File: src/hw/rtl/mcbc_ram.sv
// ----------------------------------------------------------------------------
// mcbc_ram: simple dual-port synchronous RAM
// One write port and one read port, registered read data held when idle.
// ----------------------------------------------------------------------------
`default_nettype none

module mcbc_ram #(
    parameter int DATA_W = 8,
    parameter int ADDR_W = 4
) (
    input  wire logic              i_clk,
    input  wire logic              i_wr_en,
    input  wire logic [ADDR_W-1:0] i_wr_addr,
    input  wire logic [DATA_W-1:0] i_wr_data,
    input  wire logic              i_rd_en,
    input  wire logic [ADDR_W-1:0] i_rd_addr,
    output logic      [DATA_W-1:0] o_rd_data
);

    logic [DATA_W-1:0] mem [(1 << ADDR_W)];

    // write port
    always_ff @(posedge i_clk) begin
        if (i_wr_en) begin
            mem[i_wr_addr] <= i_wr_data;
        end
    end

    // read port: old data on a same-address collision
    always_ff @(posedge i_clk) begin
        if (i_rd_en) begin
            o_rd_data <= mem[i_rd_addr];
        end
    end

endmodule

`default_nettype wire

File: config.mk
export PLATFORM = sky130hd
export DESIGN_NAME = mcbc_ram
export DESIGN_NICKNAME = d
export VERILOG_FILES = /design/src/hw/rtl/mcbc_ram.sv
export SDC_FILE = /design/constraint.sdc
export NUM_CORES = 1
export LEC_CHECK = 0
export ABC_AREA = 1
export ABC_CLOCK_PERIOD_IN_PS = 1380
export BUFFER_PORTS_ARGS = -buffer_cell sky130_fd_sc_hd__clkbuf_2
export CORE_UTILIZATION = 60
export CTS_BUF_LIST = sky130_fd_sc_hd__clkbuf_4 sky130_fd_sc_hd__clkbuf_8
export CTS_CLUSTER_DIAMETER = 100
export DETAILED_ROUTE_END_ITERATION = 16
export HOLD_SLACK_MARGIN = 0.08
export PLACE_DENSITY = 0.89
export SYNTH_ARGS = -nofsm -noshare
export SYNTH_HDL_FRONTEND = slang
export SYNTH_SLANG_ARGS = --single-unit
File: constraint.sdc
create_clock -name i_clk -period 1.38 [get_ports i_clk]
set_input_delay 0.138 -clock i_clk [delete_from_list [all_inputs] [get_ports i_clk]]
set_output_delay 0.138 -clock i_clk [all_outputs]
set_load 0.05 [all_outputs]
==> impl_metrics.ini, run 1 <==
[setup_path]
crit_slowest_cell = edfxtp_1
crit_type = reg -> out
ff2ff_path_depth = 6
startpoint_type = register
worst_ep_arrival_time_ns = 1.14
r2r_slack_ns = 0.16
crit_buf_inv = 1
critPathTopFamily = flip-flops
r2r_start = mem[3][7]$_DFFE_PP_
max_stage_delay_ns = 0.45
cp_max_fo = 1
worstReg2RegEnd = o_rd_data[7]$_DFFE_PP_
path_cells = clkbuf_2
required_ns = 1.24
crit_path_end_kind = primary output

[routing]
dr.pass1.iters = 5
via_per_inst = 5.51
wl_per_cell_um = 17.5
drtIter0Drc = 347
drcViolationCount = 0
postRouteAntennaNets = 0
wl_um = 12900
vias = 4069

[grt]
first_global_vias = 4093
grt_max_degree = 65
antenna_found_initial = 0
grt_pass1_wl_um = 20400
overflow = 0
grt_usage = 0.283

[timing]
drv_slew = 0
fin_hold_ws_ns = 0.123
setup_viol = 0
rsz0062_at_grt = false
hold_viol = 0
worstMarginPinSlew_ns = 0.594
slew_headroom = 0.603
finClkSkew_ns = 0.00983
fmax_ghz = 0.782
period_minus_slack_ns = 1.28
period_share = 0.927

[finish]
area_growth_pct = 13.5
fin_cells = 738
fin_util = 0.711
fill_cells = 612
nNetsFinal = 616
final-seq-area_um2 = 4080
n_antenna_cell = 0
design_area_um2 = 6640
drive_gt1_frac = 0.133
multiInputGateArea_um2 = 1210

[power_and_ir_drop]
switching_share = 0.221
total_leakage_power_nw = 2.90
p_total_mw = 8.92
combPwrFrac = 0.072
clock_power_share = 0.404
p_switching_mw = 1.97
intPower_mw = 6.95
power-per-cell-area_nw_per_um2 = 1340
peakVddDrop_uv = 1120
pwr-share-seq = 0.524

[run_status]
status = complete, no violations

[clock_tree]
clock_latency_ns = 0.43
cts_tree = yes
cts_num_sinks = 136
cts_setup_buffers = 0
clockBufferDepth = 2
clockRootBuffer = clkbuf_8
cts_buffers = 17
post_cts_resized = 0
hold_buffers = 0
clk_pin_slew_ns = 0.08
htree_levels = 4

[yosys]
synth_ff_type = edfxtp_1
syn_area_per_cell_um2 = 10.6
yosys.area_share.simple = 0.208
synth_common_cells = nand2_1, edfxtp_1, inv_1, nand3_1, nor2_1
ys_ff_latch = 136
synthXorXnorAreaFrac = 0
yosysSeqAreaShare = 0.698
synth_top_family_by_area = simple AND/OR/NAND/NOR gates
synthMuxAreaShare = 0
syn-instance-count = 551
synth_area_leaders = edfxtp_1, nand2_1, nand3_1
synth_fa_ha_area_frac = 0
yosysTopAreaCellShare = 0.698
synth_edf_count = 136
synth.most_common_cell = nand2_1
synth_warnings = 0
syn_nets = 570
synth_top_cell_by_area = edfxtp_1
synth.distinct_cells = 11
synthArstFlopShare = 0
synth_compound_area_frac = 0
synth_area_um2 = 5850

[place]
dp_hpwl_um = 7830
postPlaceCellArea_um2 = 6200
io_buffer_count = 26
placed_cells = 707
place_congestion = 0.935

[flow_run]
drv_cap = 0

[floorplanning]
io-pin-count = 27
die_h_um = 101
floorplan.die.width_um = 101
dieArea_um2 = 10100
core-area_um2 = 9330
std_cell_rows = 35
start_util = 0.627

[worst_hold_path]
whs_path_depth = 1
whs_endpoint = o_rd_data[3]$_DFFE_PP_
hold_start = i_rd_en
hold_path_class = in -> reg
-- routing by layer --
layer  track usage  up-vias  wire (µm)
li1              -     1870          -
met1         0.360     1899       4780
met2         0.453      271       6410
met3        0.0603       29       1390
met4         0.165        0        324
met5             0        -          0
-- state kept, by name, summed over array words and instances, names as in the netlist --
signal / cells
mem: 128
o_rd_data: 8
-- layout make-up --
class,instances,area share
inverter,102,0.0577
clock inverter,14,0.0309
clock buffer,17,0.0353
timing repair buffer,51,0.0535
tap,129,0.0243
multi-input combinational,289,0.183
sequential,136,0.615
-- kinds of logic (layout without fill, tap and decap cells) --
group,Yosys count,count (layout)
simple gates,289,289
buf+inv,126,184
flops,136,136
-- stage by stage --
| step | worst slack (ns) | setup TNS, ns |
|---|---|---|
| 6_report | 0.101 | 0 |
| 5_1_grt | 0.0767 | 0 |
| 4_1_cts | 0.113 | 0 |
| 3_5_place_dp | -0.0100 | -0.0100 |
| 3_3_place_gp | 0.0508 | 0 |
| 2_1_floorplan | 0.291 | 0 |
-- worst max-delay path by stage --
stage / depth (start not counted) / end / start
2_1_floorplan: 2 / mem[10][0]$_DFFE_PP_ / i_wr_addr[2]
3_3_place_gp: 7 / o_rd_data[7]$_DFFE_PP_ / i_rd_addr[0]
3_5_place_dp: 7 / o_rd_data[7]$_DFFE_PP_ / i_rd_addr[0]
4_1_cts: 1 / o_rd_data[1] / o_rd_data[1]$_DFFE_PP_
5_1_grt: 1 / o_rd_data[1] / o_rd_data[1]$_DFFE_PP_
6_report: 1 / o_rd_data[1] / o_rd_data[1]$_DFFE_PP_
-- layout by cell type (no fill, tap or decap), drive strengths merged --
| cell type | instances |
|---|---|
| nand3 | 97 |
| clkinv | 7 |
| nand3b | 2 |
| edfxtp | 136 |
| clkinvlp | 1 |
| bufinv | 5 |
| clkbuf | 43 |
| nand2 | 173 |
| inv | 103 |
| buf | 25 |
| nor2 | 17 |
-- power groups by stage --
| stage | Clock (mW) | Combinational (mW) | Sequential (mW) |
|---|---|---|---|
| 6_report | 3.60 | 0.644 | 4.68 |
| 2_1_floorplan | 0 | 0.326 | 4.83 |
| 3_5_place_dp | 0 | 0.631 | 4.77 |
| 5_1_grt | 3.80 | 0.701 | 4.68 |
| 3_3_place_gp | 0 | 0.609 | 4.76 |
| 4_1_cts | 3.63 | 0.638 | 4.68 |
Note: power is estimated with default switching activity, not from simulation.
==> inputs of run 2 (changes only) <==
MAX_ROUTING_LAYER = met4   (was unset)
SLEW_MARGIN = 20   (was unset)
==> impl_metrics.ini, run 2 (synthesis gave the netlist of run 1 again) <==
[setup_path]
worstReg2RegEnd = o_rd_data[7]$_DFFE_PP_
cp_max_fo = 1
worst_ep_arrival_time_ns = 1.14
max_stage_delay_ns = 0.43
crit_buf_inv = 1
startpoint_type = register
ff2ff_path_depth = 6
crit_type = reg -> out
r2r_start = mem[0][7]$_DFFE_PP_
crit_slowest_cell = edfxtp_1
required_ns = 1.24
r2r_slack_ns = 0.18
critPathTopFamily = flip-flops
path_cells = clkbuf_2
crit_path_end_kind = primary output

[flow_run]
drv_cap = 0

[clock_tree]
cts_tree = yes
clock_latency_ns = 0.45
cts_buffers = 17
cts_num_sinks = 136
htree_levels = 4
clockBufferDepth = 2
cts_setup_buffers = 0
clockRootBuffer = clkbuf_8
hold_buffers = 1
post_cts_resized = 0
clk_pin_slew_ns = 0.08

[finish]
fill_cells = 616
top_register = mem
top_regs = mem (128), o_rd_data (8)
fin_util = 0.717
area_growth_pct = 14.3
largest_register_ffs = 128
multiInputGateArea_um2 = 1210
final-seq-area_um2 = 4080
design_area_um2 = 6680
layout_common_cells = nand2_1, edfxtp_1, inv_1, nand3_1, clkbuf_2
n_antenna_cell = 0
drive_gt1_frac = 0.133
mostFrequentLayoutCell = nand2_1
nNetsFinal = 615

[power_and_ir_drop]
clock_power_share = 0.433
power-per-cell-area_nw_per_um2 = 1400
combPwrFrac = 0.068
peakVddDrop_uv = 991
intPower_mw = 7.35
switching_share = 0.216
total_leakage_power_nw = 2.92
pwr-share-seq = 0.499
p_switching_mw = 2.03

[routing]
drcViolationCount = 0
wl_um = 13200
postRouteAntennaNets = 0
wl_per_cell_um = 17.9
drtIter0Drc = 434
via_per_inst = 5.45
vias = 4015
dr.pass1.iters = 6

[grt]
grt_pass1_wl_um = 20600
grt_max_degree = 65
overflow = 0
grt_usage = 0.297
first_global_vias = 3924
antenna_found_initial = 0

[floorplanning]
floorplan.die.width_um = 101
std_cell_rows = 35
io-pin-count = 27
die_h_um = 101
start_util = 0.627
core-area_um2 = 9330
dieArea_um2 = 10100

[timing]
tns_ns = 0
drv_slew = 0
fmax_ghz = 0.783
finClkSkew_ns = 0.00987
slew_headroom = 0.598
setup_viol = 0
period_share = 0.926
worstMarginPinSlew_ns = 0.602
hold_viol = 0
period_minus_slack_ns = 1.28
rsz0062_at_grt = false

[worst_hold_path]
whs_path_depth = 3
hold_start = i_rd_addr[3]
whs_endpoint = o_rd_data[6]$_DFFE_PP_
hold_path_class = in -> reg

[place]
io_buffer_count = 26
postPlaceCellArea_um2 = 6180
dp_hpwl_um = 8020
place_congestion = 0.909

[run_status]
status = complete, no violations
-- run 2: worst max path at each step --
| stage | startpoint | end | cells past startpoint |
|---|---|---|---|
| final | o_rd_data[0]$_DFFE_PP_ | o_rd_data[0] | 1 |
| after global routing | o_rd_data[1]$_DFFE_PP_ | o_rd_data[1] | 1 |
| after CTS | o_rd_data[0]$_DFFE_PP_ | o_rd_data[0] | 1 |
| after detailed placement | i_rd_addr[0] | o_rd_data[6]$_DFFE_PP_ | 7 |
| after global placement | i_rd_addr[0] | o_rd_data[7]$_DFFE_PP_ | 7 |
| after floorplan | i_wr_addr[2] | mem[10][0]$_DFFE_PP_ | 2 |
-- run 2: final cells by class --
| cell class | instances | share of cell area |
|---|---|---|
| sequential | 136 | 0.611 |
| multi-input combinational | 289 | 0.182 |
| inverter | 102 | 0.0573 |
| timing repair buffer | 50 | 0.0524 |
| clock inverter | 13 | 0.0374 |
| clock buffer | 18 | 0.0361 |
| tap | 129 | 0.0241 |
-- run 2: routing by layer --
layer  wire, µm  global-route usage
met5          0                   -
met1       4960               0.375
met3       1350              0.0749
met4        376               0.123
met2       6490               0.465
-- run 2: per-stage QoR --
stage / setup WS, ns / std cells / hold WS [ns] / total power [mW]
2_1_floorplan: 0.291 / 551 / 0.237 / 5.16
5_1_grt: 0.0768 / 737 / 0.159 / 9.61
3_3_place_gp: 0.0514 / 705 / 0.519 / 5.37
4_1_cts: 0.0902 / 737 / 0.141 / 9.39
6_report: 0.103 / 737 / 0.157 / 9.37
3_5_place_dp: 0.00342 / 705 / 0.531 / 5.40
-- run 2: power by group through the flow --
stage | registers [mW] | logic, mW | clock network (mW)
finish | 4.68 | 0.640 | 4.06
global route | 4.69 | 0.693 | 4.23
detailed placement | 4.77 | 0.627 | 0
CTS | 4.68 | 0.634 | 4.08
floorplan | 4.83 | 0.326 | 0
global placement | 4.76 | 0.602 | 0
==> inputs of run 3 (changes only) <==
ABC_AREA = unset   (was 1)
==> impl_metrics.ini, run 3 <==
[run_status]
status = finished with violations
violations = negative setup slack

[grt]
antenna_found_initial = 0
first_global_vias = 2574
overflow = 0
grt_max_degree = 17
grt_usage = 0.258
grt_pass1_wl_um = 15000

[finish]
largest_register_ffs = 128
area_growth_pct = 16.9
top_regs = mem (128), o_rd_data (8)
drive_gt1_frac = 0.386
top_register = mem
nNetsFinal = 310
layout_common_cells = edfxtp_1, clkbuf_2, mux4_2, buf_4, clkbuf_8
mostFrequentLayoutCell = edfxtp_1
n_antenna_cell = 0
fin_util = 0.733

[yosys]
synth_area_um2 = 5230
ys_ff_latch = 136
synth_ff_type = edfxtp_1
syn_nets = 248
yosysSeqAreaShare = 0.781
synth.distinct_cells = 18
syn-instance-count = 229
synth_common_cells = edfxtp_1, mux4_2, a22oi_1, mux4_1, nor2_1
synth_top_cell_by_area = edfxtp_1
synth.most_common_cell = edfxtp_1
syn_area_per_cell_um2 = 22.8
synth_warnings = 0
synth_area_leaders = edfxtp_1, mux4_2, mux4_1
synthArstFlopShare = 0
yosysTopAreaCellShare = 0.781
synth_edf_count = 136

[setup_path]
required_ns = 1.55
startpoint_type = register
cp_max_fo = 1
crit_path_end_kind = register
worst_ep_arrival_time_ns = 1.66
crit_type = reg -> reg

[clock_tree]
cts_num_sinks = 136
cts_setup_buffers = 0
clock_latency_ns = 0.43
clockRootBuffer = clkbuf_8
clockBufferDepth = 2
cts_tree = yes
htree_levels = 4
cts_buffers = 17
clk_pin_slew_ns = 0.08
hold_buffers = 0

[timing]
hold_viol = 0
final.setup.worst_slack_ns = -0.116
slew_headroom = 0.420
worstMarginPinSlew_ns = 0.866
finClkSkew_ns = 0.0132
setup_viol = 7
tns_ns = -0.396
drv_slew = 0
rsz0062_at_grt = true
fmax_ghz = 0.668
fin_hold_ws_ns = 0.102
period_share = 1.08
period_minus_slack_ns = 1.50

[place]
place_congestion = 0.776
dp_hpwl_um = 6520
io_buffer_count = 26

[routing]
drtIter0Drc = 233
wl_per_cell_um = 25.3
vias = 2578
drcViolationCount = 0
postRouteAntennaNets = 0
via_per_inst = 6.32
wl_um = 10300
dr.pass1.iters = 6

[power_and_ir_drop]
power-per-cell-area_nw_per_um2 = 1480
total_leakage_power_nw = 2.07
intPower_mw = 7.19
pwr-share-seq = 0.518
combPwrFrac = 0.059
p_total_mw = 9.04
p_switching_mw = 1.84
switching_share = 0.204
peakVddDrop_uv = 679
clock_power_share = 0.424

[floorplanning]
core-area_um2 = 8340
die_h_um = 95.3
std_cell_rows = 33
floorplan.die.width_um = 95.3
start_util = 0.627
io-pin-count = 27
dieArea_um2 = 9090

[worst_hold_path]
hold_path_class = in -> reg

[flow_run]
drv_cap = 0
## run 3: cell types whose count changed after synthesis, sizes merged, moves of 2 or more
cell	delta
nand2	-164
nor3	+4
clkdlybuf4s25	+3
inv	-102
buf	-17
mux4	+32
nand3	-96
a22oi	+16
nand2b	+2
nor2	-4
## run 3: routing by layer
layer | GRT usage | part of all wire
met3 | 0.0614 | 0.068
met4 | 0.136 | 0.033
met5 | - | 0
met2 | 0.386 | 0.48
met1 | 0.330 | 0.42
## run 3: final timing paths
kind	to	slack (ns)	from	cells after the start
setup / recovery	o_rd_data[4]$_DFFE_PP_	-0.12	mem[1][4]$_DFFE_PP_	3
hold / removal	o_rd_data[0]$_DFFE_PP_	0.10	i_rd_en	1
hold reg to reg	o_rd_data[3]$_DFFE_PP_	0.75	mem[14][3]$_DFFE_PP_	3
setup reg to reg	o_rd_data[4]$_DFFE_PP_	-0.12	mem[1][4]$_DFFE_PP_	3
## run 3: cells by family (layout without fill, tap and decap cells)
group           Yosys count  in the layout  synth area share
compound gates           16             16            0.0230
flops                   136            136             0.781
mux                      32             32             0.148
buf+inv                  10             84            0.0165
simple gates             35             35            0.0314
## run 3: what timing repair did
action,4_1_cts,5_1_grt
pin swaps,4,1
gates resized for setup,10,3
hold endpoints to repair,0,0
setup endpoints to repair,8,8
## run 3: per-stage QoR
| step | instances | setup slack [ns] | area, µm² |
|---|---|---|---|
| 2_1_floorplan | 229 | -0.0248 | 5240 |
| 3_3_place_gp | 377 | -0.283 | 5630 |
| 3_5_place_dp | 377 | -0.319 | 5630 |
| 4_1_cts | 408 | -0.103 | 6110 |
| 5_1_grt | 408 | -0.138 | 6110 |
| 6_report | 408 | -0.116 | 6110 |
## run 3: area by class of cell
| class | instances | area [µm²] |
|---|---|---|
| Sequential cell | 136 | 4080 |
| Fill cell | 453 | 2230 |
| Multi-Input combinational cell | 83 | 1070 |
| Timing Repair Buffer | 53 | 358 |
| Clock buffer | 18 | 241 |
| Clock inverter | 13 | 226 |
| Tap cell | 105 | 131 |
## run 3: power groups by stage
stage          registers [mW]  clock network, mW  logic [mW]
3_5_place_dp             4.77                  0       0.509
4_1_cts                  4.68               3.85       0.526
5_1_grt                  4.68               4.00       0.560
6_report                 4.68               3.83       0.529
2_1_floorplan            4.83                  0       0.240
3_3_place_gp             4.76                  0       0.487
## run 3: critical path, cell delays in order (launching register included)
cell	delay, ns
edfxtp_1	0.41
mux4_2	0.51
a22oi_2	0.22
nand2_1	0.09
